<file path="src/rtl/whe_pkg.sv">
package whe_pkg;

    // command codes carried in s_tuser
    localparam logic [2:0] CMD_ADD    = 3'd0;
    localparam logic [2:0] CMD_READ   = 3'd1;
    localparam logic [2:0] CMD_MODE   = 3'd2;
    localparam logic [2:0] CMD_SPREAD = 3'd3;
    localparam logic [2:0] CMD_CLEAR  = 3'd4;

    // configuration register indexes
    localparam logic [1:0] CFG_RANGE_MIN = 2'd0;
    localparam logic [1:0] CFG_RANGE_MAX = 2'd1;
    localparam logic [1:0] CFG_BINS      = 2'd2;

    localparam int DIV_W   = 57;  // widest dividend: count * bins * 2^16
    localparam int IDX_W   = 9;   // bin count register width
    localparam int CNT_W   = 32;
    localparam int TOTAL_W = 40;

    typedef struct packed {
        logic             busy;
        logic             done;
        logic [DIV_W-1:0] quot;
        logic             rem_nz;
    } div_res_t;

    typedef enum logic [3:0] {
        ST_CLEAR,
        ST_IDLE,
        ST_BIN_DIV,
        ST_ADD_WR,
        ST_RPT_RD,
        ST_SWEEP,
        ST_LIK_DIV,
        ST_CTR_DIV,
        ST_SPR_HI,
        ST_SPR_LO,
        ST_DONE
    } state_t;

endpackage

</file>
<file path="src/rtl/whe_divider.sv">
module whe_divider (
    input  logic                      aclk,
    input  logic                      aresetn,
    input  logic                      start,
    input  logic [whe_pkg::DIV_W-1:0] num,
    input  logic [whe_pkg::DIV_W-1:0] den,
    output whe_pkg::div_res_t         res
);

    localparam int W  = whe_pkg::DIV_W;
    localparam int CW = $clog2(W + 1);

    logic          busy_reg, busy_next;
    logic          done_reg, done_next;
    logic [CW-1:0] cnt_reg, cnt_next;
    logic [W:0]    rem_reg, rem_next;
    logic [W-1:0]  quot_reg, quot_next;
    logic [W-1:0]  den_reg, den_next;
    logic [W:0]    shifted;
    logic          ge;

    // restoring division, one quotient bit a cycle
    always_comb begin
        shifted   = {rem_reg[W-1:0], quot_reg[W-1]};
        ge        = shifted >= {1'b0, den_reg};
        busy_next = busy_reg;
        done_next = 1'b0;
        cnt_next  = cnt_reg;
        rem_next  = rem_reg;
        quot_next = quot_reg;
        den_next  = den_reg;
        if (start) begin
            busy_next = 1'b1;
            cnt_next  = '0;
            rem_next  = '0;
            quot_next = num;
            den_next  = den;
        end else if (busy_reg) begin
            rem_next  = ge ? shifted - {1'b0, den_reg} : shifted;
            quot_next = {quot_reg[W-2:0], ge};
            cnt_next  = cnt_reg + CW'(1);
            if (cnt_reg == CW'(W - 1)) begin
                busy_next = 1'b0;
                done_next = 1'b1;
            end
        end
    end

    always_ff @(posedge aclk) begin
        if (!aresetn) begin
            busy_reg <= 1'b0;
            done_reg <= 1'b0;
        end else begin
            busy_reg <= busy_next;
            done_reg <= done_next;
        end
    end

    always_ff @(posedge aclk) begin
        cnt_reg  <= cnt_next;
        rem_reg  <= rem_next;
        quot_reg <= quot_next;
        den_reg  <= den_next;
    end

    assign res.busy   = busy_reg;
    assign res.done   = done_reg;
    assign res.quot   = quot_reg;
    assign res.rem_nz = |rem_reg;

endmodule

</file>
<file path="config.mk">
export PLATFORM = sky130hd
export DESIGN_NAME = whe_divider
export DESIGN_NICKNAME = d
export VERILOG_FILES = /design/src/rtl/whe_pkg.sv /design/src/rtl/whe_divider.sv
export SDC_FILE = /design/constraint.sdc
export NUM_CORES = 1
export LEC_CHECK = 0
export ABC_AREA = 1
export BUFFER_PORTS_ARGS = -buffer_cell sky130_fd_sc_hd__buf_2
export CORE_ASPECT_RATIO = 1.25
export CORE_MARGIN = 1.5
export CORE_UTILIZATION = 46
export CTS_CLUSTER_SIZE = 8
export DETAILED_ROUTE_END_ITERATION = 12
export GPL_TIMING_DRIVEN = 0
export PLACE_DENSITY = 0.73
export SLEW_MARGIN = 0
export SYNTH_ARGS = -nofsm -noshare
export SYNTH_HDL_FRONTEND = slang
export SYNTH_SLANG_ARGS = --single-unit
export TNS_END_PERCENT = 20
</file>
<file path="constraint.sdc">
create_clock -name aclk -period 3.9 [get_ports aclk]
set_input_delay 0.39 -clock aclk [delete_from_list [all_inputs] [get_ports aclk]]
set_output_delay 0.39 -clock aclk [all_outputs]
set_load 0.02 [all_outputs]
</file>
==> results.yml, run 1 <==
route:
  drc: 0
  drt_iter0_markers: 870
  ant_nets: 0
  vias_per_cell: 4.88
  routedWlPerCell_um: 15.5
  dr.pass1.iters: 5
  vias: 12877
  finalWirelength_um: 40800
layout:
  nNetsFinal: 2446
  area_delta_synth_final_pct: 14.6
  fill_cells: 2911
  diodes: 0
  largest_register_ffs: 58
  fin_util_pct: 53.4
  drive_above_1_share_pct: 11.8
floorplanning:
  die_area_um2: 29700
  ios: 177
  start_util_pct: 46.6
  die_width_um: 155
  chipHeight_um: 192
  core_um2: 28300
  rows: 69
sta:
  max_slew_margin_pct: 32.2
  rsz0062_at_grt: "false"
  fin_tns_setup_ps: 0
  whs_ps: 110
  fmax_mhz: 330
  period_share_pct: 77.8
  hold_viol_final: 0
  setup_viol: 0
  setup_ws_ps: 867
  finalClockSkew_ps: 12.2
  min_period_ps: 3030
  tightest_slew_ps: 1010
  finalMaxSlewViolations: 0
setup_path:
  cp-end-kind: "register"
  crit_slowest_cell: "clkbuf_4"
  path_delay_family: "buffers and inverters"
  slowest_delay_ps: 820
  r2r_slack_ps: 950
  crit_type: "primary input to register"
  r2r_start: "quot_reg[56]"
  worstRegToRegCells: 13
  cp-start-kind: "primary input"
  crit_fanout: 66
  cp.buffers_inverters: 5
  r2r-end: "rem_reg[27]"
  critPathArrivalTime_ps: 3110
  crit_top_cell: "clkbuf_1"
  worst_ep_required_time_ps: 3980
  path_cells: "buf_4 > clkbuf_1 > nor2_1 > inv_1 > clkbuf_1 > clkbuf_4"
yosys:
  synth_edf_count: 114
  avgSynthCellArea_um2: 6.37
  syn_nets: 2251
  ys_ff_latch: 180
  synthDistinctLibCells: 38
  yosysTopAreaCell: "edfxtp_1"
  synthArstFlopShare_pct: 0
  ys_seq_area_share_pct: 35.9
  synthCells: 2074
  synth_ff_type: "edfxtp_1"
  ys.warnings.count: 0
  synth_top_area_share_pct: 25.9
  syn_area_um2: 13200
  synth_area_leaders: "edfxtp_1 (26%), nand2_1 (25%), inv_1 (13%), dfxtp_1 (10%), nand3_1 (6.0%)"
global_routing:
  grt_max_degree: 67
  overflow: 0
  grt_pass1_vias: 12392
  met3_usage_pct: 4.15
  grt-busiest-layer: "met2"
  grt_use_met1_pct: 34.1
  antenna_found_initial: 0
  gr-usage-all-layers_pct: 28.2
  grt_pass1_wl_um: 64300
  grt_use_met2_pct: 50.7
clock_tree:
  cts_buffers: 17
  clk_pin_slew_ps: 80
  cts.repair.resized: 0
  cts_sinks: 180
  cts_tree: "built"
  cts_setup_buffers: 0
  postCtsHoldBufs: 0
  insertion_delay_ps: 450
  cts-htree-levels: 4
  cts_buffer_depth: 2
  clock-root-buffer: "clkbuf_16"
placement:
  place_hpwl_um: 33300
  io_buffers: 176
  place.gp.congestion: 0.928
  place_ws_ps: -102
power:
  p_leak_uw: 0.00857
  power_uw: 4610
  ir_drop_v: 0.000232
  power_density_nw_per_um2: 305
min_path:
  hold_start: "den[19]"
  min_to: "den_reg[19]"
  hp-class: "primary input to register"
  holdPathStages: 1
status:
  status: "completed"
run:
  drv_cap: 0
-- per-layer routing --
metal  routed length, um  share of wire, %
met1               17500                43
met2               19900                49
met3                2090               5.1
met4                1320               3.2
met5                   0                 0
-- worst max path at each step --
stage          start  depth (start not counted)            to  slack (ps)
2_1_floorplan  start                          5   quot_reg[0]         730
3_3_place_gp   start                          7   rem_reg[22]       -1810
3_5_place_dp   start                          6  quot_reg[51]        -100
4_1_cts        start                          6  quot_reg[44]         370
5_1_grt        start                          6  quot_reg[44]         610
6_report       start                          6  quot_reg[51]         870
-- Yosys cell counts (all sizes together) (17+ instances only) --
cell type / instances
a21oi: 32
buf: 20
clkbuf: 25
dfxtp: 66
edfxtp: 114
ha: 59
inv: 471
nand2: 876
nand3: 172
nand4: 33
nor2: 106
nor3: 17
o21ai: 36
xnor2: 23
-- cells in the final DEF (no fill, tap or decap), drive strengths merged --
cell and count:
fa 1, xor2 1, nand3 172, o21ai 36, nand4 33, nand3b 4, and2 7, ha 59
nor3 17, a21oi 32, a21o 1, inv 477, edfxtp 114, or2 1, a31oi 1, dfxtp 66
clkinv 9, nor2 106, xnor2 23, nor4 6, clkbuf 42, nand2 876, a211oi 1, buf 196
and3 1
-- stage by stage --
step / cells / area [um^2]
floorplan: 2074 / 13200
global placement: 2605 / 14500
detailed placement: 2605 / 14500
CTS: 2637 / 15100
global route: 2637 / 15100
finish: 2637 / 15100
-- where the power goes --
group | total (uW) | internal (uW) | switching (uW)
combinational | 656 | 213 | 443
sequential | 2210 | 2160 | 54.5
clock | 1740 | 860 | 881
total | 4610 | 3230 | 1380
-- final cells by class --
cell class	count	area [um^2]	area share, %
Inverter	471	1770	11.7
Tap cell	355	444	2.94
Multi-Input combinational cell	1378	6440	42.6
Clock inverter	15	168	1.11
Buffer	45	255	1.69
Sequential cell	180	4740	31.4
Timing Repair Buffer	176	883	5.84
Clock buffer	17	425	2.81
-- cell families (layout without fill, tap and decap cells) --
group,Yosys count,after routing,synth area share (%)
buffers and inverters,516,724,15.3
adder cells (fa/ha/maj),60,60,5.74
AND/OR/NAND/NOR,1223,1223,38.7
flip-flops,180,180,35.9
AO/OA/AOI/OAI,71,71,2.77
XOR/XNOR,24,24,1.59
(Power assumes the default switching activity.)
==> run 2: changes to the inputs <==
--- a/config.mk
+++ b/config.mk
@@ -13,7 +13,7 @@
 export CTS_CLUSTER_SIZE = 8
 export DETAILED_ROUTE_END_ITERATION = 12
 export GPL_TIMING_DRIVEN = 0
-export PLACE_DENSITY = 0.73
+export PLACE_DENSITY = 0.76
 export SLEW_MARGIN = 0
 export SYNTH_ARGS = -nofsm -noshare
 export SYNTH_HDL_FRONTEND = slang
==> constraint.sdc (replaced) <==
create_clock -name aclk -period 2.5 [get_ports aclk]
set_input_delay 0.25 -clock aclk [delete_from_list [all_inputs] [get_ports aclk]]
set_output_delay 0.25 -clock aclk [all_outputs]
set_load 0.02 [all_outputs]
==> results.yml, run 2 (synthesis results as in run 1) <==
status:
  status: "complete, but fails checks"
  violations: "negative setup slack"
global_routing:
  overflow: 0
  grt_pass1_vias: 12995
  grt_pass1_wl_um: 66000
  antenna_found_initial: 0
  gr-usage-all-layers_pct: 28.8
  grt_max_degree: 67
placement:
  post_dp_cell_area_um2: 14500
  place_hpwl_um: 33200
  dp.cells: 2605
  place_ws_ps: -1380
  io_buffers: 176
  place.gp.congestion: 0.982
sta:
  hold_viol_final: 0
  min_period_ps: 2540
  setup_ws_ps: -35.4
  rsz0062_at_grt: "true"
  fmax_mhz: 394
  finalMaxSlewViolations: 0
  tightest_slew_ps: 858
  setup_viol: 1
  max_slew_margin_pct: 42.3
  finalClockSkew_ps: 16.9
  period_share_pct: 101
setup_path:
  startpoint: "rem_reg[47]"
  worst_ep_required_time_ps: 2250
  cp-end-kind: "output port"
  critPathArrivalTime_ps: 2290
  worstRegToRegCells: 14
  r2r-end: "rem_reg[14]"
  r2r_start: "quot_reg[56]"
  crit_fanout: 3
  crit_type: "register to output port"
  cp-start-kind: "register"
  r2r_slack_ps: 40
layout:
  area_delta_synth_final_pct: 29.2
  diodes: 0
  largest_register_ffs: 58
  stdcell_area_um2: 17100
  nNetsFinal: 2522
  final_cell_count_no_fill: 2713
  final_common_cell: "nand2_1"
  fill_cells: 2624
  mostFrequentLayoutCells: "nand2_1 (830), inv_1 (443), buf_2 (179), nand3_1 (142), edfxtp_1 (114)"
  drive_above_1_share_pct: 18.7
min_path:
  hold_start: "aresetn"
  min_to: "done_reg"
  hp-class: "primary input to register"
  holdPathStages: 3
route:
  vias: 13457
  ant_nets: 0
  dr.pass1.iters: 7
  routedWlPerCell_um: 15.7
  finalWirelength_um: 42600
  drt_iter0_markers: 905
  drc: 0
  vias_per_cell: 4.96
power:
  p_leak_uw: 0.00901
  ir_drop_v: 0.000391
  power_density_nw_per_um2: 442
clock_tree:
  cts-htree-levels: 4
  cts_buffers: 17
  clk_pin_slew_ps: 90
  cts_tree: "built"
  cts_sinks: 180
  cts_buffer_depth: 2
  insertion_delay_ps: 460
  clock-root-buffer: "clkbuf_16"
floorplanning:
  die_area_um2: 29700
  rows: 69
  chipHeight_um: 192
  start_util_pct: 46.6
  die_width_um: 155
  ios: 177
  core_um2: 28300
run:
  drv_cap: 0
[run 2: power by group]
| part | leakage (uW) | total (uW) | switching (uW) | internal (uW) |
|---|---|---|---|---|
| registers | 0.00168 | 3460 | 91.2 | 3370 |
| clock network | 0.000300 | 2810 | 1420 | 1390 |
| logic | 0.00703 | 1280 | 784 | 495 |
[run 2: layer usage]
layer	up-vias	wire length (um)	global-route usage [%]
li1	6814	-	-
met4	0	2360	16.1
met3	95	2160	4.27
met2	452	20600	51.3
met1	6096	17500	33.1
met5	-	0	0
[run 2: worst max-delay path, cell delays in order (launching register included)]
cell and delay (ps):
dfxtp_1 360, inv_1 120, nand4_1 120, nor4_1 770, nand4_1 240, buf_2 240
[run 2: worst max-delay path by stage]
| stage | endpoint | slack, ps | cells after the start |
|---|---|---|---|
| finish | res[0] | -40 | 5 |
| global route | rem_reg[14] | -40 | 14 |
| CTS | rem_reg[41] | -20 | 15 |
| detailed placement | quot_reg[54] | -1380 | 6 |
| global placement | quot_reg[53] | -1700 | 6 |
| floorplan | rem_reg[26] | 110 | 13 |
[run 2: per-stage QoR]
stage / utilization, % / total power, uW / setup TNS [ps] / hold slack [ps]
3_3_place_gp: 51.3 / 4530 / -131790 / 426
5_1_grt: 60.2 / 7820 / -124 / 37.0
6_report: 60.2 / 7550 / -35.4 / 41.6
4_1_cts: 57.9 / 7490 / -55.3 / 19.1
3_5_place_dp: 51.3 / 4550 / -117560 / 428
2_1_floorplan: - / 4140 / 0 / 349
[run 2: area by class of cell]
class                      instances  area, um^2  area share, %
sequential                       180        4740           27.8
clock inverter                    14         178           1.04
buffer                            44         323           1.89
clock buffer                      18         439           2.57
multi-input combinational       1378        7500           44.0
tap                              355         444           2.60
inverter                         471        1770           10.4
timing repair buffer             253        1660           9.72
[run 2: what timing repair did]
action | in CTS | in global routing
pin swaps | 8 | 19
hold buffers | 57 | 0
buffers inserted | 8 | 11
endpoints found under the setup margin | 117 | 118
gates cloned | 0 | 1
endpoints found under the hold margin | 57 | 0
resized for setup | 96 | 125
==> run 3: changes to the inputs <==
--- a/config.mk
+++ b/config.mk
@@ -8,7 +8,7 @@
 export ABC_AREA = 1
 export BUFFER_PORTS_ARGS = -buffer_cell sky130_fd_sc_hd__buf_2
 export CORE_ASPECT_RATIO = 1.25
-export CORE_MARGIN = 1.5
+export CORE_MARGIN = 8
 export CORE_UTILIZATION = 46
 export CTS_CLUSTER_SIZE = 8
 export DETAILED_ROUTE_END_ITERATION = 12
==> results.yml, run 3 (synthesis results as in run 1) <==
floorplanning:
  die_area_um2: 34400
  core_um2: 28300
  ios: 177
  rows: 69
  start_util_pct: 46.6
  chipHeight_um: 205
  die_width_um: 168
sta:
  finalMaxSlewViolations: 0
  rsz0062_at_grt: "true"
  setup_viol: 0
  fmax_mhz: 409
  hold_viol_final: 0
  min_period_ps: 2450
  whs_ps: 54.0
  finalClockSkew_ps: 15.9
  period_share_pct: 97.8
  tightest_slew_ps: 1110
  max_slew_margin_pct: 25.8
placement:
  io_buffers: 176
  place.gp.congestion: 1.00
  post_dp_cell_area_um2: 14500
  place_hpwl_um: 34300
setup_path:
  worstRegToRegCells: 12
  critPathArrivalTime_ps: 2760
  crit_fanout: 10
  crit_type: "register to register"
  cp-start-kind: "register"
  cp-end-kind: "register"
  worst_ep_required_time_ps: 2810
route:
  routedWlPerCell_um: 16.2
  drc: 0
  drt_iter0_markers: 880
  dr.pass1.iters: 5
  finalWirelength_um: 44400
  vias: 13549
  vias_per_cell: 4.96
  ant_nets: 0
layout:
  largest_register_ffs: 58
  area_delta_synth_final_pct: 30.8
  nNetsFinal: 2542
  mostFrequentLayoutCells: "nand2_1 (826), inv_1 (436), buf_2 (179), nand3_1 (149), edfxtp_1 (114)"
  final_common_cell: "nand2_1"
  stdcell_area_um2: 17300
  diodes: 0
  drive_above_1_share_pct: 19.7
power:
  power_density_nw_per_um2: 438
  ir_drop_v: 0.000391
  p_leak_uw: 0.00915
  power_uw: 7570
clock_tree:
  cts_buffers: 17
  clk_pin_slew_ps: 70
  cts_buffer_depth: 2
  cts-htree-levels: 4
  clock-root-buffer: "clkbuf_16"
  insertion_delay_ps: 450
  cts_sinks: 180
  cts_tree: "built"
status:
  status: "completed"
global_routing:
  overflow: 0
  grt_max_degree: 67
  grt_pass1_vias: 13674
  antenna_found_initial: 0
  gr-usage-all-layers_pct: 25.7
  grt_pass1_wl_um: 69900
min_path:
  hp-class: "primary input to register"
  holdPathStages: 3
run:
  drv_cap: 0
-- run 3: layout make-up --
type	instances	area, um^2
Sequential cell	180	4740
Fill cell	2597	11000
Clock buffer	19	454
Buffer	44	330
Multi-Input combinational cell	1378	7560
Timing Repair Buffer	273	1820
Tap cell	355	444
Clock inverter	13	153
Inverter	471	1770
-- run 3: power breakdown --
| part | switching (uW) | internal, uW |
|---|---|---|
| logic | 816 | 523 |
| clock network | 1360 | 1400 |
| registers | 89.9 | 3370 |
-- run 3: through the flow --
step	setup slack [ps]	utilization, %	cells	TNS (ps)
floorplan	107	-	2074	0
global placement	-1750	51.3	2605	-137350
detailed placement	-1410	51.3	2605	-121000
CTS	-7.50	58.5	2711	-13.0
global route	-41.9	61.0	2733	-216
finish	54.9	61.0	2733	0
-- run 3: layer usage --
metal,up-vias,part of all wire [%],GRT usage [%]
met4,0,5.3,13.5
met5,-,0,0
met3,104,6.3,5.18
met2,481,48,45.2
li1,6863,-,-
met1,6101,40,29.2
-- run 3: final timing paths --
path	startpoint	endpoint	slack (ps)
hold reg to reg	rem_reg[57]	rem_reg[57]	460
setup / recovery	den_reg[55]	rem_reg[12]	50
hold / removal	aresetn	done_reg	50
setup reg to reg	den_reg[55]	rem_reg[12]	50
-- run 3: worst max-delay path: stages (launching register included) --
cell      delay [ps]
edfxtp_1         360
inv_1            110
ha_4             230
a21oi_1          220
o21ai_0          200
a21oi_1          210
nand3_2          110
nor2_4           150
buf_12           140
buf_2            230
nand3_1          120
nand3_1          110
o21ai_0          100
-- run 3: timing repair --
item                                    4_1_cts  5_1_grt
pin swaps                                    20       46
endpoints found under the setup margin      117       75
hold endpoints to repair                     57        0
buffers inserted                             17       22
hold buffers                                 57        0
gates resized for setup                     119      123
cloned                                        1        0
